[src/hdl/crs_pkg.sv]
// Shared types, constants and helpers for the Cartesian rank shift block.
// No dependencies; every other file imports this package.
package crs_pkg;

    localparam int MAX_DIMS      = 4;
    localparam int RANK_BITS     = 16;
    localparam int SIZE_BITS     = 16;
    localparam int DIR_BITS      = 2;
    localparam int DISP_BITS     = 17;
    localparam int NUM_DIMS_BITS = 3;
    localparam int CNT_BITS      = $clog2(MAX_DIMS + 1);
    localparam int CFG_IDX_BITS  = 3;
    localparam int CFG_DATA_BITS = 16;

    // Saturated weights: 2**RANK_BITS stands for any product above every rank.
    localparam int WSAT_BITS = RANK_BITS + 1;
    localparam logic [WSAT_BITS-1:0] WSAT_MAX = WSAT_BITS'(1) << RANK_BITS;

    // Divider width covers a rank and the magnitude of a displacement.
    localparam int DIV_BITS    = (RANK_BITS + 1 > DISP_BITS) ? RANK_BITS + 1 : DISP_BITS;
    localparam int DIV_STAGES  = DIV_BITS;
    // The weight products settle through a registered chain after a size write.
    localparam int PREP_STAGES = (MAX_DIMS - 1 > 3) ? MAX_DIMS - 1 : 3;
    localparam int PIPE_STAGES = PREP_STAGES + 2 * DIV_STAGES + 3;
    localparam int C_BITS      = DISP_BITS + 2;

    typedef enum logic [CFG_IDX_BITS-1:0] {
        CFG_NUM_DIMS  = 3'd0,
        CFG_DIM0_SIZE = 3'd1,
        CFG_DIM1_SIZE = 3'd2,
        CFG_DIM2_SIZE = 3'd3,
        CFG_DIM3_SIZE = 3'd4,
        CFG_PERIODIC  = 3'd5
    } t_cfg_idx;

    typedef struct packed {
        logic [MAX_DIMS-1:0][SIZE_BITS-1:0] ext;
        logic [MAX_DIMS-1:0][WSAT_BITS-1:0] wsat;
        logic [MAX_DIMS-1:0][RANK_BITS-1:0] wmod;
        logic [WSAT_BITS-1:0]               wcnt;
        logic [CNT_BITS-1:0]                count;
        logic [MAX_DIMS-1:0]                per;
    } t_geom;

    typedef struct packed {
        logic                  in_ready;
        logic [PIPE_STAGES-1:0] en;
        logic [PIPE_STAGES-1:0] vld;
    } t_pipe;

    typedef struct packed {
        logic [RANK_BITS-1:0]        rank;
        logic [DIR_BITS-1:0]         dir;
        logic signed [DISP_BITS-1:0] disp;
        logic [DISP_BITS-1:0]        absd;
        logic                        bad;
        logic                        per;
        logic [SIZE_BITS-1:0]        e;
    } t_pre;

    typedef struct packed {
        logic                        bad;
        logic                        per;
        logic                        neg;
        logic [SIZE_BITS-1:0]        e;
        logic [RANK_BITS-1:0]        wmod;
        logic signed [DISP_BITS-1:0] disp;
        logic [SIZE_BITS-1:0]        m;
        logic [RANK_BITS-1:0]        top;
    } t_side;

    typedef struct packed {
        logic                 bad;
        logic                 nn;
        logic [RANK_BITS-1:0] top;
        logic [RANK_BITS-1:0] wmod;
        logic [SIZE_BITS-1:0] oldc;
        logic [SIZE_BITS-1:0] newc;
    } t_fin0;

    typedef struct packed {
        logic                 bad;
        logic                 nn;
        logic [RANK_BITS-1:0] top;
        logic [RANK_BITS-1:0] prod;
    } t_fin1;

    function automatic logic [WSAT_BITS-1:0] sat_mul(input logic [WSAT_BITS-1:0] w,
                                                    input logic [SIZE_BITS-1:0] e);
        logic [WSAT_BITS+SIZE_BITS-1:0] p;
        p = w * e;
        return (p > (WSAT_BITS+SIZE_BITS)'(WSAT_MAX)) ? WSAT_MAX : p[WSAT_BITS-1:0];
    endfunction

endpackage

[src/hdl/crs_div.sv]
// Pipelined restoring divider, one quotient bit per stage.
// Depends on crs_pkg; stage enables come from the pipeline control.
module crs_div import crs_pkg::*; (
    input  logic                  i_clk,
    input  logic [DIV_STAGES-1:0] i_en,
    input  logic [DIV_BITS-1:0]   i_dividend,
    input  logic [DIV_BITS-1:0]   i_divisor,
    output logic [DIV_BITS-1:0]   o_quotient,
    output logic [DIV_BITS-1:0]   o_remainder
);

    logic [DIV_BITS-1:0] r_rem [DIV_STAGES];
    logic [DIV_BITS-1:0] r_acc [DIV_STAGES];
    logic [DIV_BITS-1:0] r_dvs [DIV_STAGES];
    logic [DIV_BITS-1:0] n_rem [DIV_STAGES];
    logic [DIV_BITS-1:0] n_acc [DIV_STAGES];
    logic [DIV_BITS-1:0] n_dvs [DIV_STAGES];

    always_comb begin
        logic [DIV_BITS:0]   t;
        logic [DIV_BITS-1:0] prem, pacc, pdvs;
        for (int s = 0; s < DIV_STAGES; s++) begin
            if (s == 0) begin
                prem = '0;
                pacc = i_dividend;
                pdvs = i_divisor;
            end else begin
                prem = r_rem[s-1];
                pacc = r_acc[s-1];
                pdvs = r_dvs[s-1];
            end
            // The accumulator shifts dividend bits out and quotient bits in.
            t = {prem, pacc[DIV_BITS-1]};
            if (t >= {1'b0, pdvs}) begin
                t = t - {1'b0, pdvs};
                n_acc[s] = {pacc[DIV_BITS-2:0], 1'b1};
            end else begin
                n_acc[s] = {pacc[DIV_BITS-2:0], 1'b0};
            end
            n_rem[s] = t[DIV_BITS-1:0];
            n_dvs[s] = pdvs;
        end
    end

    always_ff @(posedge i_clk) begin
        for (int s = 0; s < DIV_STAGES; s++) begin
            if (i_en[s]) begin
                r_rem[s] <= n_rem[s];
                r_acc[s] <= n_acc[s];
                r_dvs[s] <= n_dvs[s];
            end
        end
    end

    assign o_quotient  = r_acc[DIV_STAGES-1];
    assign o_remainder = r_rem[DIV_STAGES-1];

endmodule

[config.mk]
export PLATFORM = sky130hd
export DESIGN_NAME = crs_div
export DESIGN_NICKNAME = d
export VERILOG_FILES = /design/src/hdl/crs_pkg.sv /design/src/hdl/crs_div.sv
export SDC_FILE = /design/constraint.sdc
export NUM_CORES = 1
export LEC_CHECK = 0
export BUFFER_PORTS_ARGS = -buffer_cell sky130_fd_sc_hd__buf_4
export CAP_MARGIN = 20
export CORE_MARGIN = 3
export CORE_UTILIZATION = 60
export DETAILED_ROUTE_END_ITERATION = 12
export MAX_ROUTING_LAYER = met4
export PLACE_DENSITY = 0.82
export SLEW_MARGIN = 10
export SYNTH_ARGS = -nofsm -noshare
export SYNTH_HDL_FRONTEND = slang
export SYNTH_SLANG_ARGS = --single-unit
[constraint.sdc]
create_clock -name i_clk -period 10.55 [get_ports i_clk]
set_input_delay 2.11 -clock i_clk [delete_from_list [all_inputs] [get_ports i_clk]]
set_output_delay 2.11 -clock i_clk [all_outputs]
set_load 0.01 [all_outputs]
==> metrics <==
FFs w/ async S/R, synth=0%; Gate power share=39.6%; ANT cells=0; number of synthesized flops with an enable pin=850; vias in the first global route=25400; RSZ-0062 raised after global routing=no; DRC=0; P_sw=approximately 4.6 mW; fin worst setup slack=6.32 ns; Worst Hold Class=flip-flop to flip-flop; M1 GR Usage=between 20% and 30%; gp weighted congestion=slightly above 0.9; Flop pwr share=a little under two fifths; clk root buf=clkbuf_16; Post-CTS Setup Inserts=0; total leakage power=18.4 nW; Max stage delay on crit path=about 0.90 ns; Max-Cap Viols=0; GRT overflow=0; setup TNS=0 ns; Power Total=13.7 mW; Setup Viol. Count Final=0; Crit Reg-Reg Endpoint=r_rem[0][176]; FF-to-FF path depth=12; crit path cell chain=inv_1 -> ha_1 -> inv_1 -> fa_1 -> a21oi_1 -> o21bai_1 -> a221o_1 -> a2111oi_2 -> o41ai_1 -> nand2b_4 -> a311oi_4 -> mux2_2; Max Buffers Root-to-Sink=3; hold buffers post-CTS=0; Crit path arrival time=4.60 ns; PortBufs=85; Stages on worst setup path=12; max-slew violations=0; commonest non-fill, non-tap cells in the layout=850 x edfxtp_1, 358 x inv_1, 274 x ha_1; synth unique cells=75; Num Clock Sinks=850; core region area=70100 sq um; Max Clk Rate=~0.24 GHz; Setup WS pre-CTS=~6 ns; Max VDD drop=roughly 170 uV; Starting Density=60.7%; largest net degree at the start of global routing=52; Critical Path End Type=flip-flop; worst skew pair latency=0.64 ns; Final Hold Vio Count=0; R2R Setup Slk=about 6.3 ns; Req. time, crit path=approximately 11 ns; most common cell after layout, fill and taps aside=edfxtp_1; Setup crit start=r_acc[0][169]; Post-Synthesis Cells=~3300; global routing usage on met3=2.97%; Slew @ Worst Pin=~1.1 ns; Crit path max-delay family=compound AO/OA/AOI/OAI gates; clock buffer count from CTS=~90; worst r2r src=r_acc[0][169]; GR Util All Layers=22.8%; sequential area share after synthesis=around three fifths; drt total wl=just over 80000 microns; Final #Nets=about 3800; Setup Skew=approximately 0.023 ns; CP Launch Type=flip-flop; CP Max Fanout=17; ANT nets after route=0; busiest metal layer after global routing=met2; Area Overhead vs Synth=10.1%; clock share of power=between 20% and 30%; syn avg cell area=about 13 sq um; hold path cells=0; dominant synthesized flop cell=edfxtp_1; Ports=86; CTS tree=done; minimum clock period=about 4.2 ns; Post-Synth Adder-Cell Area=under 10%; Synth Area in XOR/XNOR=about 4.4%; status=finished, final reports clean; layout cells sized above 1=11.8%; H-Tree Depth=3; simple-gate area share of the yosys netlist=under 10%; via/cell ratio=between 5 and 6; # rows=97; post_cts resized=0; mux cell area share after synthesis=~4.7%; drt wl/cell=18.5 microns; max_slew headroom=approximately 25%; Internal=~9.1 mW; First DRT Iteration DRCs=just over 2000; Vias=25700; power per cell area=a little under 300 nW/um^2; die area=between 70000 and 80000 sq um; drt pass-1 iters=5; initial antenna violation count=0; met2 Use GR=40.6%; worst hold slack=roughly 0.41 ns; Tcrit/Tclk final=between 40% and 50%; CP dominant cell by count=inv_1; WP buf/inv=2; Horiz. Die Dim=~270 microns; Seq cells post-synth=850; Cell Area, Synth=roughly 43000 sq um; WS Path Type=flip-flop to flip-flop; first-pass GRT wire length=132000 microns; clk slew on worst S/H paths=about 0.06 ns; net count after synthesis=roughly 3700; YS warnings=0; CP Capture Point=r_rem[0][176]; main combinational cell family by area after synthesis=compound AO/OA/AOI/OAI gates; final core occ=66.8%; hpwl dp=slightly below 60000 microns; height of the die=roughly 270 microns; switching share of total power=33.4%; Slowest-stage cell, CP=a311oi_4; Compound-Gate Fraction of Synth Area=around 11%
-- logic make-up after synthesis --
kind of cell               Yosys count
muxes                              180
AOI/OAI and AO/OA                  741
DFF                                850
adders and majority gates          290
xor gates and xnor gates           212
and+or+nand+nor                    599
buffers and inverters              451
-- metrics by stage --
stage	cells	cell area (sq um)
floorplan	3323	42500
global placement	4261	43900
detailed placement	4262	44000
CTS	4422	46800
global route	4426	46800
finish	4426	46800
-- flip-flops by register name (all words and copies together), names as in the netlist --
name	cells
r_rem	289
r_dvs	272
r_acc	289
-- worst reg2reg max path, cell delays in order (launching register included) --
cell and delay, ns:
edfxtp_1 0.36, inv_1 0.08, ha_1 0.18, inv_1 0.06, fa_1 0.42, a21oi_1 0.21, o21bai_1 0.12, a221o_1 0.32
a2111oi_2 0.50, o41ai_1 0.21, nand2b_4 0.19, a311oi_4 0.90, mux2_2 0.43
-- final cells by class --
cell class | instances | area [sq um]
flip-flops and latches | 850 | 25500
fillers | 4995 | 23300
multi-input cells | 2022 | 15200
clock buffers | 106 | 2310
inverters | 359 | 1350
well taps | 940 | 1180
repair buffers | 95 | 744
clock inverters | 54 | 512
-- routing by layer --
layer	routed length [microns]	part of all wire [%]	vias to the layer above
met3	3250	4.0	195
met4	2740	3.3	0
met1	33100	40	12400
met5	0	0	-
li1	-	-	12500
met2	43000	52	646
-- cells in the mapped netlist (all sizes together), types with 27 or more instances --
cell type	n	share of area (%)
edfxtp	850	60
inv	358	3.2
ha	274	8.1
a21oi	237	2.8
mux2	172	4.6
nand2	166	1.5
o21ai	163	1.9
nor2	159	1.4
xnor2	157	3.2
a21o	86	1.5
xor2	55	1.1
buf	54	0.83
nor3	47	0.55
nand3	44	0.52
clkbuf	38	0.34
a31oi	35	0.51
nor2b	34	0.50
o21a	30	0.53
o21bai	30	0.53
nand4	27	0.40
-- power by group through the flow --
stage	combinational, mW	sequential, mW	clock [mW]
final	5.43	5.23	3.04
after global routing	6.03	5.29	3.24
after CTS	5.37	5.23	3.10
after detailed placement	5.30	5.29	0
after global placement	5.15	5.28	0
after floorplan	4.30	5.07	0
-- worst min-delay path by stage --
stage | startpoint | end | slack, ns
after floorplan | r_acc[0][82] | r_acc[0][100] | 0.40
after global placement | r_acc[0][25] | r_acc[0][43] | 0.40
after detailed placement | r_acc[0][122] | r_acc[0][140] | 0.40
after CTS | r_acc[0][98] | r_acc[0][116] | 0.41
after global routing | r_acc[0][98] | r_acc[0][116] | 0.42
final | r_acc[0][98] | r_acc[0][116] | 0.41
(Power assumes the default switching activity.)
