## src/hdl/crs_pkg.sv

```systemverilog
// Shared types, constants and helpers for the Cartesian rank shift block.
// No dependencies; every other file imports this package.
package crs_pkg;

    localparam int MAX_DIMS      = 4;
    localparam int RANK_BITS     = 16;
    localparam int SIZE_BITS     = 16;
    localparam int DIR_BITS      = 2;
    localparam int DISP_BITS     = 17;
    localparam int NUM_DIMS_BITS = 3;
    localparam int CNT_BITS      = $clog2(MAX_DIMS + 1);
    localparam int CFG_IDX_BITS  = 3;
    localparam int CFG_DATA_BITS = 16;

    // Saturated weights: 2**RANK_BITS stands for any product above every rank.
    localparam int WSAT_BITS = RANK_BITS + 1;
    localparam logic [WSAT_BITS-1:0] WSAT_MAX = WSAT_BITS'(1) << RANK_BITS;

    // Divider width covers a rank and the magnitude of a displacement.
    localparam int DIV_BITS    = (RANK_BITS + 1 > DISP_BITS) ? RANK_BITS + 1 : DISP_BITS;
    localparam int DIV_STAGES  = DIV_BITS;
    // The weight products settle through a registered chain after a size write.
    localparam int PREP_STAGES = (MAX_DIMS - 1 > 3) ? MAX_DIMS - 1 : 3;
    localparam int PIPE_STAGES = PREP_STAGES + 2 * DIV_STAGES + 3;
    localparam int C_BITS      = DISP_BITS + 2;

    typedef enum logic [CFG_IDX_BITS-1:0] {
        CFG_NUM_DIMS  = 3'd0,
        CFG_DIM0_SIZE = 3'd1,
        CFG_DIM1_SIZE = 3'd2,
        CFG_DIM2_SIZE = 3'd3,
        CFG_DIM3_SIZE = 3'd4,
        CFG_PERIODIC  = 3'd5
    } t_cfg_idx;

    typedef struct packed {
        logic [MAX_DIMS-1:0][SIZE_BITS-1:0] ext;
        logic [MAX_DIMS-1:0][WSAT_BITS-1:0] wsat;
        logic [MAX_DIMS-1:0][RANK_BITS-1:0] wmod;
        logic [WSAT_BITS-1:0]               wcnt;
        logic [CNT_BITS-1:0]                count;
        logic [MAX_DIMS-1:0]                per;
    } t_geom;

    typedef struct packed {
        logic                  in_ready;
        logic [PIPE_STAGES-1:0] en;
        logic [PIPE_STAGES-1:0] vld;
    } t_pipe;

    typedef struct packed {
        logic [RANK_BITS-1:0]        rank;
        logic [DIR_BITS-1:0]         dir;
        logic signed [DISP_BITS-1:0] disp;
        logic [DISP_BITS-1:0]        absd;
        logic                        bad;
        logic                        per;
        logic [SIZE_BITS-1:0]        e;
    } t_pre;

    typedef struct packed {
        logic                        bad;
        logic                        per;
        logic                        neg;
        logic [SIZE_BITS-1:0]        e;
        logic [RANK_BITS-1:0]        wmod;
        logic signed [DISP_BITS-1:0] disp;
        logic [SIZE_BITS-1:0]        m;
        logic [RANK_BITS-1:0]        top;
    } t_side;

    typedef struct packed {
        logic                 bad;
        logic                 nn;
        logic [RANK_BITS-1:0] top;
        logic [RANK_BITS-1:0] wmod;
        logic [SIZE_BITS-1:0] oldc;
        logic [SIZE_BITS-1:0] newc;
    } t_fin0;

    typedef struct packed {
        logic                 bad;
        logic                 nn;
        logic [RANK_BITS-1:0] top;
        logic [RANK_BITS-1:0] prod;
    } t_fin1;

    function automatic logic [WSAT_BITS-1:0] sat_mul(input logic [WSAT_BITS-1:0] w,
                                                    input logic [SIZE_BITS-1:0] e);
        logic [WSAT_BITS+SIZE_BITS-1:0] p;
        p = w * e;
        return (p > (WSAT_BITS+SIZE_BITS)'(WSAT_MAX)) ? WSAT_MAX : p[WSAT_BITS-1:0];
    endfunction

endpackage

```

## src/hdl/crs_cfg.sv

```systemverilog
// Configuration registers and the registered chain of dimension weights.
// Depends on crs_pkg.
module crs_cfg import crs_pkg::*; (
    input  logic                     i_clk,
    input  logic                     i_rst_n,
    input  logic                     i_cfg_we,
    input  logic [CFG_IDX_BITS-1:0]  i_cfg_idx,
    input  logic [CFG_DATA_BITS-1:0] i_cfg_data,
    output t_geom                    o_geom
);

    logic [NUM_DIMS_BITS-1:0] r_num;
    logic [SIZE_BITS-1:0]     r_size [MAX_DIMS];
    logic [MAX_DIMS-1:0]      r_per;
    logic [WSAT_BITS-1:0]     r_wsat [MAX_DIMS-1];
    logic [RANK_BITS-1:0]     r_wlo  [MAX_DIMS-2];

    logic [SIZE_BITS-1:0] ext   [MAX_DIMS];
    logic [WSAT_BITS-1:0] w_sat [MAX_DIMS+1];
    logic [RANK_BITS-1:0] w_lo  [MAX_DIMS];
    logic [CNT_BITS-1:0]  count;

    always_ff @(posedge i_clk) begin
        if (!i_rst_n) begin
            r_num <= NUM_DIMS_BITS'(1);
            for (int d = 0; d < MAX_DIMS; d++) begin
                r_size[d] <= SIZE_BITS'(1);
            end
            r_per <= '0;
        end else if (i_cfg_we) begin
            case (t_cfg_idx'(i_cfg_idx))
                CFG_NUM_DIMS:  r_num     <= i_cfg_data[NUM_DIMS_BITS-1:0];
                CFG_DIM0_SIZE: r_size[0] <= i_cfg_data[SIZE_BITS-1:0];
                CFG_DIM1_SIZE: r_size[1] <= i_cfg_data[SIZE_BITS-1:0];
                CFG_DIM2_SIZE: r_size[2] <= i_cfg_data[SIZE_BITS-1:0];
                CFG_DIM3_SIZE: r_size[3] <= i_cfg_data[SIZE_BITS-1:0];
                CFG_PERIODIC:  r_per     <= i_cfg_data[MAX_DIMS-1:0];
                default: ;
            endcase
        end
    end

    // One multiply per register: from weight 2 up, weight d+1 follows from weight d in the next cycle.
    always_ff @(posedge i_clk) begin
        if (!i_rst_n) begin
            for (int d = 0; d < MAX_DIMS - 1; d++) begin
                r_wsat[d] <= WSAT_BITS'(1);
            end
            for (int d = 0; d < MAX_DIMS - 2; d++) begin
                r_wlo[d] <= RANK_BITS'(1);
            end
        end else begin
            for (int d = 0; d < MAX_DIMS - 1; d++) begin
                r_wsat[d] <= sat_mul(w_sat[d+1], ext[d+1]);
            end
            for (int d = 0; d < MAX_DIMS - 2; d++) begin
                r_wlo[d] <= RANK_BITS'(w_lo[d+1] * ext[d+1]);
            end
        end
    end

    always_comb begin
        for (int d = 0; d < MAX_DIMS; d++) begin
            ext[d] = (r_size[d] == '0) ? SIZE_BITS'(1) : r_size[d];
        end
        w_sat[0] = WSAT_BITS'(1);
        w_sat[1] = WSAT_BITS'(ext[0]);
        for (int d = 2; d <= MAX_DIMS; d++) begin
            w_sat[d] = r_wsat[d-2];
        end
        w_lo[0] = RANK_BITS'(1);
        w_lo[1] = RANK_BITS'(ext[0]);
        for (int d = 2; d < MAX_DIMS; d++) begin
            w_lo[d] = r_wlo[d-2];
        end
        count = (r_num > NUM_DIMS_BITS'(MAX_DIMS)) ? CNT_BITS'(MAX_DIMS) : CNT_BITS'(r_num);

        for (int d = 0; d < MAX_DIMS; d++) begin
            o_geom.ext[d]  = ext[d];
            o_geom.wsat[d] = w_sat[d];
            o_geom.wmod[d] = w_lo[d];
        end
        o_geom.wcnt  = w_sat[count];
        o_geom.count = count;
        o_geom.per   = r_per;
    end

endmodule

```

## config.mk

```make
export PLATFORM = sky130hd
export DESIGN_NAME = crs_cfg
export DESIGN_NICKNAME = d
export VERILOG_FILES = /design/src/hdl/crs_pkg.sv /design/src/hdl/crs_cfg.sv
export SDC_FILE = /design/constraint.sdc
export NUM_CORES = 2
export LEC_CHECK = 0
export BUFFER_PORTS_ARGS = -buffer_cell sky130_fd_sc_hd__buf_2
export CAP_MARGIN = 10
export CELL_PAD_IN_SITES_DETAIL_PLACEMENT = 1
export CELL_PAD_IN_SITES_GLOBAL_PLACEMENT = 2
export CORE_AREA = 2 2 301 303
export CTS_BUF_LIST = sky130_fd_sc_hd__clkbuf_16
export DETAILED_ROUTE_END_ITERATION = 10
export DIE_AREA = 0 0 303 305
export MAX_ROUTING_LAYER = met4
export PLACE_DENSITY_LB_ADDON = 0.1
export SLEW_MARGIN = 20
export SYNTH_ARGS = -nofsm -noshare
export SYNTH_HDL_FRONTEND = slang
export SYNTH_SLANG_ARGS = --single-unit
```

## constraint.sdc

```tcl
create_clock -name i_clk -period 10.4 [get_ports i_clk]
set_input_delay 1.04 -clock i_clk [delete_from_list [all_inputs] [get_ports i_clk]]
set_output_delay 1.04 -clock i_clk [all_outputs]
set_load 0.005 [all_outputs]
```

==> metrics.yaml <==
hold_slack_ps: 502
slowest_delay_ps: 770
nNetsFinal: 5397
cp_common_cell: "fa_1"
finalHoldViolCount: 0
grt_pass1_wl_um: 196000
seq_power_share: 0.100
rsz0062_at_grt: "no"
wl_um: 125000
fin_skew_ps: 20.3
cts_tree: "built"
status: "complete, but fails checks"
net-switching-power_mw: 4.92
num_rows: 110
stdcell_count: 5514
htreeDepth: 4
synth_fa_ha_area_frac: 0.481
path_cells: "nor4_1 > a41o_1 > buf_4 > nand2_1 > fa_1 > fa_1 > inv_1 > fa_1 > inv_1 > fa_1 > fa_1 > fa_1 > inv_1 > ha_1 > a21oi_1 > o21ai_0 > a311o_1 > a211oi_2 > a31oi_1 > o41ai_1 > xor2_1 > nand4_1 > nor3_1"
relSlewSlack: 0.221
antenna_found_initial: 9
fin_util: 0.448
via_per_inst: 5.33
p_comb_frac: 0.825
num-fill-cells: 10532
synth_compound_area_frac: 0.0681
cp_slowest_cell: "edfxtp_1"
place_congestion: 0.909
period_share: 0.822
met3WireLength_um: 5280
critPathCaptureType: "flop"
p_per_area_nw_per_um2: 222
peakVddDrop_v: 0.000325
root_buffer: "clkbuf_16"
post_cts_resized: 0
gr-total-overflow: 0
synth.mux.area_fraction: 0.00984
yosysUniqueCellTypes: 90
netSwitchingFraction: 0.554
worstHoldStart: "r_per[3]$_SDFFE_PN0P_"
p_leak_nw: 19.8
die-area_um2: 92400
syn_inst: 4386
synthFlopType: "dfxtp_1"
drive_above_1_share: 0.0817
die_width_um: 303
ys_top_cells_by_area: "fa_1 (36%), ha_1 (12%), inv_1 (8.6%), and2_1 (7.7%), nand2_1 (6.1%)"
ys_ff_latch: 154
synth_edf_count: 64
place_ws_ps: 1900
setup_tns_ps: 0
place_inst: 5479
wirelength_met1_um: 54800
cp-start-kind: "flop"
syn_avg_cell_area_um2: 8.70
min_path_type: "flop to flop"
drc: 30
arrival_ps: 8930
clkLatencyLatePin_ps: 500
crit_fanout: 21
areaGrowthSynthToFinish_pct: 4.82
violations: "DRC"
worst_slew_pin_slew_ps: 1170
hold_buffers: 0
yosys.area_share.xor_xnor: 0.0211
setup_viol: 0
crit_type: "flop to flop"
intPower_mw: 3.96
wl_met2_um: 61300
clock_sinks: 154
cts_setup_buffers: 0
drt-pass1-iter-count: 8
grt_max_degree: 46
start_util: 0.427
clkTransAtPathRegs_ps: 80
ant_nets: 0
coreArea_um2: 89300
maxCapViolations: 0
fp.dieH_um: 305
synth_top_family_by_area: "adder cells"
startpoint: "r_size[0][14]$_SDFFCE_PN0P_"
hpwl_um: 96400
required_ps: 10780
ios: 242
ys_seq_area_frac: 0.0976
clock.fmax_mhz: 117
async_flop_share: 0
ys.warnings.count: 0
layout_setup_ws_ps: 1860
routedWlPerCell_um: 22.7
fin_crit_ps: 8540
clk_path_buf_depth: 2
netlist_area_um2: 38200
synth_area_leader_cell: "fa_1"
io_buffers: 207
top_layer: "met4"
grt_pass1_vias: 32190
drtIter0Drc: 1606
synth_top_area_frac: 0.362
drv_slew: 0
cts-buffers-inserted: 17
p_clk_frac: 0.074
reg2reg_from: "r_size[0][14]$_SDFFCE_PN0P_"
grt_usage: 0.290
vias: 29391
yosys.area_share.simple: 0.188
-- Yosys cell counts, drive strengths merged, types with 12 or more instances --
cell type  number
inv           875
nand2         620
clkbuf        269
nand4          12
nor2           94
o211ai         18
o21ai          81
nor4           27
and2          472
xor2           30
xnor2          62
and3           34
nor3           43
and4           20
nand3          33
dfxtp          90
fa            690
a21oi          87
nand2b         12
o21a           21
a21o           23
buf           113
mux2           20
a22oi          16
edfxtp         64
mux2i          15
ha            363
a211oi         21
-- area by class of cell --
| cell class | instances | area (um^2) | share of cell area |
|---|---|---|---|
| Multi-Input combinational cell | 3007 | 29400 | 0.736 |
| Sequential cell | 154 | 3720 | 0.0931 |
| Inverter | 875 | 3280 | 0.0821 |
| Timing Repair Buffer | 267 | 1490 | 0.0372 |
| Tap cell | 1176 | 1470 | 0.0368 |
| Clock buffer | 18 | 450 | 0.0113 |
| Clock inverter | 13 | 130 | 0.00325 |
| Antenna cell | 4 | 10.0 | 0.000250 |
-- power groups by stage --
stage               registers [mW]  clock network, mW  logic, mW
floorplan                    0.764                  0       5.44
finish                       0.891              0.662       7.34
detailed placement           0.906                  0       7.38
CTS                          0.892              0.671       7.44
global placement             0.905                  0       7.36
global route                 0.905              0.690       8.41
-- per-layer routing --
metal  global-route usage  vias up
li1                     -    13118
met1                0.376    15481
met2                0.479      632
met3               0.0270      160
met4               0.0840        0
met5                    -        -
-- critical path, delay by kind of cell (launching register included) --
kind	cells	cell delay [ps]
AND/OR/NAND/NOR	4	1590
flip-flops	1	770
AO/OA/AOI/OAI	7	2230
buffers and inverters	4	380
adder cells (fa/ha/maj)	7	3200
XOR/XNOR	1	220
-- through the flow --
stage | instance area [um^2] | power (mW)
floorplan | 38300 | 6.21
detailed placement | 39400 | 8.29
finish | 40000 | 8.89
CTS | 40000 | 9.00
global route | 40000 | 10.0
global placement | 39400 | 8.26
-- cells by family (layout without fill, tap and decap cells) --
group / after synthesis / count (layout)
and+or+nand+nor: 1419 / 1419
buffers and inverters: 1257 / 1173
adders and majority gates: 1053 / 1053
AOI/OAI and AO/OA: 374 / 374
DFF: 154 / 154
xor gates and xnor gates: 92 / 92
muxes: 35 / 35
other: 2 / 38
-- flip-flops by register name (all words and copies together), names as in the netlist --
register / cells
r_size: 64
r_wsat: 51
r_wlo: 32
r_per: 4
r_num: 3
-- placed cells by master, fill, tap and decap left out, types with 11 or more instances in the layout --
master and instances:
inv_1 875, fa_1 690, nand2_1 620, and2_1 472, ha_1 363, buf_2 207, nor2_1 94, dfxtp_1 90
a21oi_1 83, o21ai_0 73, edfxtp_1 64, xnor2_1 62, buf_4 60, nor3_1 42, conb_1 34, nand3_1 33
xor2_1 30, and3_1 29, nor4_1 25, a21o_1 23, o21a_1 21, mux2_2 20, a211oi_1 19, and4_1 19
clkbuf_16 18, o211ai_1 17, a22oi_1 16, mux2i_1 15, nand4_1 12, nand2b_1 12, o21bai_1 11
-- path summary, 6_finish.rpt --
kind,slack [ps],cells past startpoint,end
worst max-delay path,1860,23,r_wsat[0][9]$_SDFF_PN0_
worst min-delay path,500,2,r_per[3]$_SDFFE_PN0P_
worst max register to register,1860,23,r_wsat[0][9]$_SDFF_PN0_
worst min register to register,500,2,r_per[3]$_SDFFE_PN0P_
No activity file was read; power rests on OpenSTA's default activity.
