--- config.mk ---
export PLATFORM = sky130hd
export DESIGN_NAME = crs_ctrl
export DESIGN_NICKNAME = d
export VERILOG_FILES = /design/src/hdl/crs_pkg.sv /design/src/hdl/crs_ctrl.sv
export SDC_FILE = /design/constraint.sdc
export NUM_CORES = 1
export LEC_CHECK = 0
export ABC_AREA = 1
export BUFFER_PORTS_ARGS = -buffer_cell sky130_fd_sc_hd__clkbuf_2
export CAP_MARGIN = 20
export CORE_AREA = 2 2 67 69
export DETAILED_ROUTE_END_ITERATION = 8
export DIE_AREA = 0 0 69 71
export PLACE_DENSITY = 0.9
export SYNTH_ARGS = -nofsm -noshare
export SYNTH_HDL_FRONTEND = slang
export SYNTH_SLANG_ARGS = --single-unit
--- constraint.sdc ---
create_clock -name i_clk -period 3.1 [get_ports i_clk]
set_input_delay 0 -clock i_clk [delete_from_list [all_inputs] [get_ports i_clk]]
set_output_delay 0 -clock i_clk [all_outputs]
set_load 0.01 [all_outputs]
--- src/hdl/crs_pkg.sv ---
// Shared types, constants and helpers for the Cartesian rank shift block.
// No dependencies; every other file imports this package.
package crs_pkg;

    localparam int MAX_DIMS      = 4;
    localparam int RANK_BITS     = 16;
    localparam int SIZE_BITS     = 16;
    localparam int DIR_BITS      = 2;
    localparam int DISP_BITS     = 17;
    localparam int NUM_DIMS_BITS = 3;
    localparam int CNT_BITS      = $clog2(MAX_DIMS + 1);
    localparam int CFG_IDX_BITS  = 3;
    localparam int CFG_DATA_BITS = 16;

    // Saturated weights: 2**RANK_BITS stands for any product above every rank.
    localparam int WSAT_BITS = RANK_BITS + 1;
    localparam logic [WSAT_BITS-1:0] WSAT_MAX = WSAT_BITS'(1) << RANK_BITS;

    // Divider width covers a rank and the magnitude of a displacement.
    localparam int DIV_BITS    = (RANK_BITS + 1 > DISP_BITS) ? RANK_BITS + 1 : DISP_BITS;
    localparam int DIV_STAGES  = DIV_BITS;
    // The weight products settle through a registered chain after a size write.
    localparam int PREP_STAGES = (MAX_DIMS - 1 > 3) ? MAX_DIMS - 1 : 3;
    localparam int PIPE_STAGES = PREP_STAGES + 2 * DIV_STAGES + 3;
    localparam int C_BITS      = DISP_BITS + 2;

    typedef enum logic [CFG_IDX_BITS-1:0] {
        CFG_NUM_DIMS  = 3'd0,
        CFG_DIM0_SIZE = 3'd1,
        CFG_DIM1_SIZE = 3'd2,
        CFG_DIM2_SIZE = 3'd3,
        CFG_DIM3_SIZE = 3'd4,
        CFG_PERIODIC  = 3'd5
    } t_cfg_idx;

    typedef struct packed {
        logic [MAX_DIMS-1:0][SIZE_BITS-1:0] ext;
        logic [MAX_DIMS-1:0][WSAT_BITS-1:0] wsat;
        logic [MAX_DIMS-1:0][RANK_BITS-1:0] wmod;
        logic [WSAT_BITS-1:0]               wcnt;
        logic [CNT_BITS-1:0]                count;
        logic [MAX_DIMS-1:0]                per;
    } t_geom;

    typedef struct packed {
        logic                  in_ready;
        logic [PIPE_STAGES-1:0] en;
        logic [PIPE_STAGES-1:0] vld;
    } t_pipe;

    typedef struct packed {
        logic [RANK_BITS-1:0]        rank;
        logic [DIR_BITS-1:0]         dir;
        logic signed [DISP_BITS-1:0] disp;
        logic [DISP_BITS-1:0]        absd;
        logic                        bad;
        logic                        per;
        logic [SIZE_BITS-1:0]        e;
    } t_pre;

    typedef struct packed {
        logic                        bad;
        logic                        per;
        logic                        neg;
        logic [SIZE_BITS-1:0]        e;
        logic [RANK_BITS-1:0]        wmod;
        logic signed [DISP_BITS-1:0] disp;
        logic [SIZE_BITS-1:0]        m;
        logic [RANK_BITS-1:0]        top;
    } t_side;

    typedef struct packed {
        logic                 bad;
        logic                 nn;
        logic [RANK_BITS-1:0] top;
        logic [RANK_BITS-1:0] wmod;
        logic [SIZE_BITS-1:0] oldc;
        logic [SIZE_BITS-1:0] newc;
    } t_fin0;

    typedef struct packed {
        logic                 bad;
        logic                 nn;
        logic [RANK_BITS-1:0] top;
        logic [RANK_BITS-1:0] prod;
    } t_fin1;

    function automatic logic [WSAT_BITS-1:0] sat_mul(input logic [WSAT_BITS-1:0] w,
                                                    input logic [SIZE_BITS-1:0] e);
        logic [WSAT_BITS+SIZE_BITS-1:0] p;
        p = w * e;
        return (p > (WSAT_BITS+SIZE_BITS)'(WSAT_MAX)) ? WSAT_MAX : p[WSAT_BITS-1:0];
    endfunction

endpackage

--- src/hdl/crs_ctrl.sv ---
// Valid bits and per-stage load enables of the item pipeline.
// Depends on crs_pkg; a bubble anywhere downstream lets the stages above it move.
module crs_ctrl import crs_pkg::*; (
    input  logic  i_clk,
    input  logic  i_rst_n,
    input  logic  i_in_valid,
    input  logic  i_out_ready,
    output t_pipe o_pipe
);

    logic [PIPE_STAGES-1:0] r_vld;
    logic [PIPE_STAGES-1:0] n_vld;
    logic [PIPE_STAGES-1:0] en;

    always_comb begin
        for (int k = 0; k < PIPE_STAGES; k++) begin
            // A stage may load when the output is ready or when it or any stage after it is empty.
            en[k] = i_out_ready || (((~r_vld) >> k) != '0);
        end
        for (int k = 0; k < PIPE_STAGES; k++) begin
            if (en[k]) begin
                n_vld[k] = (k == 0) ? i_in_valid : r_vld[(k == 0) ? 0 : k - 1];
            end else begin
                n_vld[k] = r_vld[k];
            end
        end
        o_pipe.en       = en;
        o_pipe.vld      = r_vld;
        o_pipe.in_ready = en[0] && i_rst_n;
    end

    always_ff @(posedge i_clk) begin
        if (!i_rst_n) begin
            r_vld <= '0;
        end else begin
            r_vld <= n_vld;
        end
    end

endmodule

==> results of run 1 <==
-- power groups by stage --
stage | Clock [mW] | Combinational (mW) | Sequential (mW)
floorplan | 0 | 0.0111 | 0.530
global placement | 0 | 0.0196 | 0.529
detailed placement | 0 | 0.0243 | 0.529
CTS | 0.475 | 0.0265 | 0.517
global route | 0.496 | 0.0287 | 0.518
finish | 0.471 | 0.0265 | 0.517
-- Yosys cell counts --
library cell  count
nor2_2           10
nand3_4           1
nor2_4            5
a21oi_1          25
nand3_2           3
inv_1            50
inv_2             3
nand3b_1          3
nand2_1          61
buf_1             1
o21a_1            3
dfxtp_1          40
a31oi_1           1
nand2_2           7
a21oi_2           2
nor2_1           61
buf_2             1
nand4_1           8
nand3_1          13
clkbuf_1          2
nand3b_2          1
nor3_1            1
nor2_8            3
nand2_4           2
nor3_4            1
or2_1             1
and2_1            1
-- per-stage QoR --
| stage | setup WS (ns) | instance area (um2) |
|---|---|---|
| global placement | 1.76 | 2590 |
| CTS | 1.37 | 2760 |
| detailed placement | 1.71 | 2620 |
| floorplan | 1.81 | 2120 |
| global route | 1.22 | 2760 |
| finish | 1.35 | 2760 |
-- worst reg2reg max path, cell delays in order (launching register included) --
cell	delay [ns]
dfxtp_1	0.39
inv_1	0.11
nor2_1	0.16
nand2_1	0.11
nor2_2	0.28
nand3_1	0.18
a21oi_1	0.15
-- placed cells by master (no fill, tap or decap) --
cell type      instances
a21oi_1               25
a21oi_2                2
a31oi_1                1
and2_1                 1
buf_16                 1
bufinv_16              1
clkbuf_2              84
clkbuf_8               7
dfxtp_1               40
dlygate4sd3_1          2
inv_1                 50
inv_2                  3
nand2_1               61
nand2_2                7
nand2_4                2
nand3_1               13
nand3_2                3
nand3_4                1
nand3b_1               3
nand3b_2               1
nand4_1                8
nor2_1                61
nor2_2                10
nor2_4                 5
nor2_8                 3
nor3_1                 1
nor3_4                 1
o21a_1                 3
or2_1                  1
-- cells by family after synthesis --
| logic type | count (synthesis) | share of synthesized area (%) |
|---|---|---|
| AOI/OAI and AO/OA | 31 | 8.08 |
| DFF | 40 | 37.8 |
| buffers and inverters | 57 | 10.1 |
| and+or+nand+nor | 182 | 44.0 |
-- layout make-up --
| class | count | area share, % |
|---|---|---|
| Multi-Input combinational cell | 213 | 40.0 |
| Sequential cell | 40 | 29.0 |
| Timing Repair Buffer | 87 | 16.9 |
| Tap cell | 52 | 2.35 |
| Clock buffer | 7 | 3.49 |
| Inverter | 53 | 7.20 |
| Clock inverter | 1 | 1.09 |
-- per-layer routing --
| layer | vias up | routed length [um] | GRT usage (%) |
|---|---|---|---|
| met4 | 0 | 151 | 11.8 |
| met3 | 17 | 643 | 6.70 |
| met1 | 1103 | 2490 | 32.3 |
| li1 | 1144 | - | - |
| met2 | 145 | 3090 | 42.4 |
| met5 | - | 0 | 0 |
-- worst paths after layout --
| check | slack, ns | start | end | depth (start not counted) |
|---|---|---|---|---|
| max | 1.35 | r_vld[18]$_SDFFE_PN0P_ | o_pipe[40] | 7 |
| min | 0.11 | i_out_ready | r_vld[38]$_SDFFE_PN0P_ | 4 |
| max reg2reg | 1.66 | r_vld[39]$_SDFFE_PN0P_ | r_vld[1]$_SDFFE_PN0P_ | 6 |
| min reg2reg | 0.48 | r_vld[0]$_SDFFE_PN0P_ | r_vld[1]$_SDFFE_PN0P_ | 2 |
==> metrics, run 1 <==
run status=complete, no violations; core footprint=4200 um2; number of vias per cell=5.32; largest net degree at the start of global routing=25; Final Cycle Share=56.3%; Final #Nets=404; final critical-path required period=1.75 ns; delay of the slowest cell on the worst path=0.40 ns; Hold Violations, Final=0; Crit Path Class=flip-flop to primary output; initial antenna violation count=0; Pins Over Slew Limit=0; clk_lat worst skew=0.31 ns; chip width=69 um; delay-heaviest family, CP=simple AND/OR/NAND/NOR gates; FILL cells=369; CP cell instances=nand2_1, nor2_1, nand2_1, nor2_2, nand2_1, or2_1, clkbuf_2; max frequency=573 MHz; Final Wtd Congestion=0.935; placed cell count=443; RSZ-0062 raised after global routing=false; Max-slew headroom=59.9%; Setup Skew=0.0106 ns; routed len/inst=14.1 um; hold bufs inserted after CTS=2; Die Footprint=4900 um2; crit start category=flip-flop; post-synth top area share=37.8%; cell taking the most area after synthesis=dfxtp_1; synthesized area per cell=6.84 um2; Worst VDD drop=0.000329 V; router iterations before antenna repair=5; Final Util=65.7%; multi-input logic area=1100 um2; Yosys Warn Count=0; Starting DRT DRC Count=211; clock buffer depth=2; minimum hold slack=0.109 ns; Worst path slowest cell=dfxtp_1; critical path arrival=1.75 ns; vias in the first global route=2,180; Most common cell on crit path=nand2_1; Comb power frac=2.6%; P_sw=0.206 mW; Mapped Area=2120 um2; Critical Path RT=3.10 ns; n_diodes=0; PortBufs=84; Hold/Removal Path Class=primary input to flip-flop; Max FO, Critical Path=4; share of cells above drive strength 1=32.7%; final instance count without filler cells=453; Clock transition at path regs=0.08 ns; Clock Sink Count=40; Most flops, register=r_vld; Net Sw Frac=20.3%; Rows=24; io pins=85; first-pass GRT wire length=10.2 mm; Reg area=801 um2; Power Density=367 nW/um2; starting density of the core=50.4%; die height=71 um; sequential area share after synthesis=37.8%; Setup Viol. Count Final=0; CTS tree=done; CP Capture Type=primary output; Synthesized Nets=314; # Post-CTS Setup Buffers=0; Static Leak=1.14 nW; Int Pwr=0.809 mW; CTS Buf Count=5; clock power share=46.4%; drt total wl=6.37 mm; Max-cap violations=0; Tot GR Track Use=25.9%; total power=1.02 mW; Least-Margin Pin Slew=0.601 ns; GRT overflow=0; max reg flops=40; synth top area cells=dfxtp_1 (38%), nand2_1 (11%), nor2_1 (11%); Vias=2,409; Final HPWL DP=4.96 mm; cts repair resizes=0; #FFs+latches synth=40; Fin Setup TNS=0 ns; Syn-to-layout area delta=30.3%; Synth cell types=27; Buffers & Inverters on Critical Path=1; Largest regs=r_vld x40; cells after synthesis=310; clock root cell=clkbuf_8; Routed Antenna Nets=0; Sequential Power Share=51.0%; # H-tree levels=2; DRC violation count after routing=0
Note: power is estimated with default switching activity, not from simulation.
==> run 2, diff against run 1 <==
- ABC_AREA: 1 -> 0
- CORE_AREA: 2 2 67 69 -> 2 2 66 68
- DIE_AREA: 0 0 69 71 -> 0 0 68 70
- PLACE_DENSITY: 0.9 -> 0.82
- clock period: 3.1 -> 1.7 ns (I/O delays scaled with it)
==> run 2 against run 1 <==
Net effect: critical endpoint is now o_pipe[47]; routed wire length decreased by 12%; critical path depth fell by 1; non-clock buffer count rose by 38; register-to-register slack worse by 1.7 ns; the flow now finishes with violations (setup timing); utilization grew 1.6 points; die area down 2.8%.
==> metrics, run 2 <==
# H-tree levels=2 (unchanged); Pins Over Slew Limit=0 (unchanged); Synthesized Nets=224 (was 314); initial antenna violation count=0 (unchanged); vias in the first global route=1,914 (was 2,180); FILL cells=352 (was 369); critical path arrival=1.92 ns (was 1.75 ns); DRC violation count after routing=0 (unchanged); cells after synthesis=220 (was 310); count leader, synth=dfxtp_1; crit start category=flip-flop (unchanged); post-synth top area share=45.4% (was 37.8%); Int Pwr=1.24 mW (was 0.809 mW); Worst path slowest cell=or4_4 (was dfxtp_1); worst setup path startpoint=r_vld[38]$_SDFFE_PN0P_ (was r_vld[18]$_SDFFE_PN0P_); n_diodes=0 (unchanged); Synth top cells by count=dfxtp_1 (40), nand2_1 (37), nand3_1 (20) (was nand2_1 (61), nor2_1 (61), inv_1 (50)); Clock transition at path regs=0.07 ns (was 0.08 ns); routed len/inst=14.3 um (was 14.1 um); Vias=2,102 (was 2,409); #FFs+latches synth=40 (unchanged); placed cell count=370 (was 443); predominant post-synthesis flop cell=dfxtp_1 (unchanged); Critical Path RT=1.70 ns (was 3.10 ns); CTS tree=done (unchanged); most frequent cells in the layout=clkbuf_2 (73), nand2_1 (35), buf_4 (35) (was clkbuf_2 (84), nand2_1 (61), nor2_1 (61)); Max-cap violations=0 (unchanged); PortBufs=84 (unchanged); Final Wtd Congestion=0.830 (was 0.935); Static Leak=1.20 nW (was 1.14 nW); clock root cell=clkbuf_8 (unchanged); Syn-to-layout area delta=58.4% (was 30.3%); core footprint=4140 um2 (was 4200 um2); share of cells above drive strength 1=50.3% (was 32.7%); final critical-path required period=1.92 ns; max reg flops=40 (unchanged); Placement Cell Area=2400 um2 (was 2620 um2); Mapped Area=1760 um2 (was 2120 um2); synthesized area per cell=8.01 um2 (was 6.84 um2); RSZ-0062 raised after global routing=true (was false); clock buffer depth=2 (unchanged); Final HPWL DP=3.82 mm (was 4.96 mm); Worst VDD drop=0.000299 V (was 0.000329 V); chip width=68 um (was 69 um); router iterations before antenna repair=4 (was 5); first-pass GRT wire length=8.48 mm (was 10.2 mm); Crit Path Class=flip-flop to primary output (unchanged); Final #Nets=345 (was 404); CTS Buf Count=5 (unchanged); max frequency=521 MHz; Rows=24 (unchanged); Starting DRT DRC Count=63 (was 211); hold_sp=i_out_ready (unchanged); Hold/Removal Path Class=primary input to flip-flop (unchanged); clock power share=38.0% (was 46.4%); Max FO, Critical Path=2 (was 4); Tot GR Track Use=22.9% (was 25.9%); final setup margin=-0.219 ns (was 1.35 ns); starting density of the core=42.5% (was 50.4%); Comb power frac=2.9% (was 2.6%); fin area=2790 um2 (was 2760 um2); worst r2r path cells=10 (was 6); largest net degree at the start of global routing=18 (was 25); Die Footprint=4760 um2 (was 4900 um2); io pins=85 (unchanged); drt total wl=5.63 mm (was 6.37 mm); Setup Viol. Count Final=31 (was 0); sequential area share after synthesis=45.4% (was 37.8%); Hold Path Cell Cnt=4 (unchanged); Most flops, register=r_vld (unchanged); Final Cycle Share=113%; number of synthesized flops with an enable pin=0 (unchanged); cell taking the most area after synthesis=dfxtp_1 (unchanged); CP cell instances=and4b_1, and4_4, and3_4, inv_4, or4_4, buf_6 (was nand2_1, nor2_1, nand2_1, nor2_2, nand2_1, or2_1, clkbuf_2); P_sw=0.352 mW (was 0.206 mW); Hold Violations, Final=0 (unchanged); Max-slew headroom=76.8% (was 59.9%); Routed Antenna Nets=0 (unchanged); GRT overflow=0 (unchanged); failing checks=setup timing; Largest regs=r_vld x40 (unchanged); final instance count without filler cells=394 (was 453); ys async rst share=0% (unchanged); die height=70 um (was 71 um); Setup Skew=0.00614 ns (was 0.0106 ns); Worst R2R Start=r_vld[38]$_SDFFE_PN0P_ (was r_vld[39]$_SDFFE_PN0P_); Power Density=571 nW/um2 (was 367 nW/um2); Least-Margin Pin Slew=0.344 ns (was 0.601 ns); Synth cell types=33 (was 27); Sequential Power Share=59.1% (was 51.0%); Net Sw Frac=22.1% (was 20.3%); Yosys Warn Count=0 (unchanged); synth top area cells=dfxtp_1 (45%), nand2_1 (7.9%), nand3_1 (5.7%) (was dfxtp_1 (38%), nand2_1 (11%), nor2_1 (11%)); run status=finished with violations (was complete, no violations); Clock Sink Count=40 (unchanged); number of vias per cell=5.34 (was 5.32); delay of the slowest cell on the worst path=0.42 ns (was 0.40 ns); Final Util=67.4% (was 65.7%); clk_lat worst skew=0.29 ns (was 0.31 ns); most common cell after layout, fill and taps aside=clkbuf_2 (unchanged); CP Capture Type=primary output (unchanged)
run 2: changes by cell type after synthesis, sizes merged, moves of 8 or more:
cell   before  now
o21ai       0    8
nor2       79   20
and3        0    9
a21oi      27    6
inv        53   14
nand2      70   37
run 2: timing repair:
action,in CTS,in global routing
pin swaps,4,9
resized for setup,18,47
gates cloned,0,0
endpoints found under the setup margin,27,38
buffers inserted,11,6
hold buffers,1,0
hold endpoints to repair,1,0
run 2: critical path: cells and delay by family (launching register included):
kind,cells,cell delay [ns]
AND/OR/NAND/NOR,4,1.11
flip-flops,1,0.34
buffers and inverters,2,0.18
run 2: cell type report:
cell class,count,area (um2),share of cell area [%]
Multi-Input combinational cell,154,963,34.5
Sequential cell,40,815,29.2
Timing Repair Buffer,125,800,28.6
Clock buffer,7,76.3,2.73
Inverter,15,68.8,2.46
Tap cell,52,65.1,2.33
Clock inverter,1,5.00,0.179
run 2: cells by family after synthesis:
family | Yosys count | share of synthesized area [%]
simple gates | 116 | 33.7
flops | 40 | 45.4
compound gates | 38 | 14.8
buf+inv | 26 | 6.10
run 2: stage by stage:
step	hold slack [ns]	total power [mW]	setup slack, ns	TNS [ns]
floorplan	0.108	0.987	-0.00911	-0.00911
global placement	0.201	1.01	0.0580	0
detailed placement	0.240	1.01	0.0180	0
CTS	0.0206	1.60	-0.244	-1.32
global route	0.0616	1.65	-0.267	-5.35
finish	0.0320	1.60	-0.219	-3.02
run 2: power by group through the flow:
| stage | combinational (mW) | clock (mW) | sequential [mW] |
|---|---|---|---|
| after detailed placement | 0.0428 | 0 | 0.964 |
| after global placement | 0.0414 | 0 | 0.964 |
| final | 0.0465 | 0.606 | 0.942 |
| after CTS | 0.0446 | 0.618 | 0.942 |
| after global routing | 0.0513 | 0.655 | 0.942 |
| after floorplan | 0.0224 | 0 | 0.965 |
run 2: worst paths after layout:
kind / end / slack (ns)
setup / recovery: o_pipe[47] / -0.22
hold / removal: r_vld[39]$_SDFFE_PN0P_ / 0.03
setup reg to reg: r_vld[2]$_SDFFE_PN0P_ / -0.06
hold reg to reg: r_vld[31]$_SDFFE_PN0P_ / 0.47
run 2: routing by layer:
metal	share of wire, %	GRT usage (%)	wire, um	vias to the layer above
met5	0	0	0	-
met4	1.9	9.11	106	0
met3	8.3	5.64	467	12
met2	49	38.6	2770	105
met1	41	27.1	2290	969
li1	-	-	-	1016
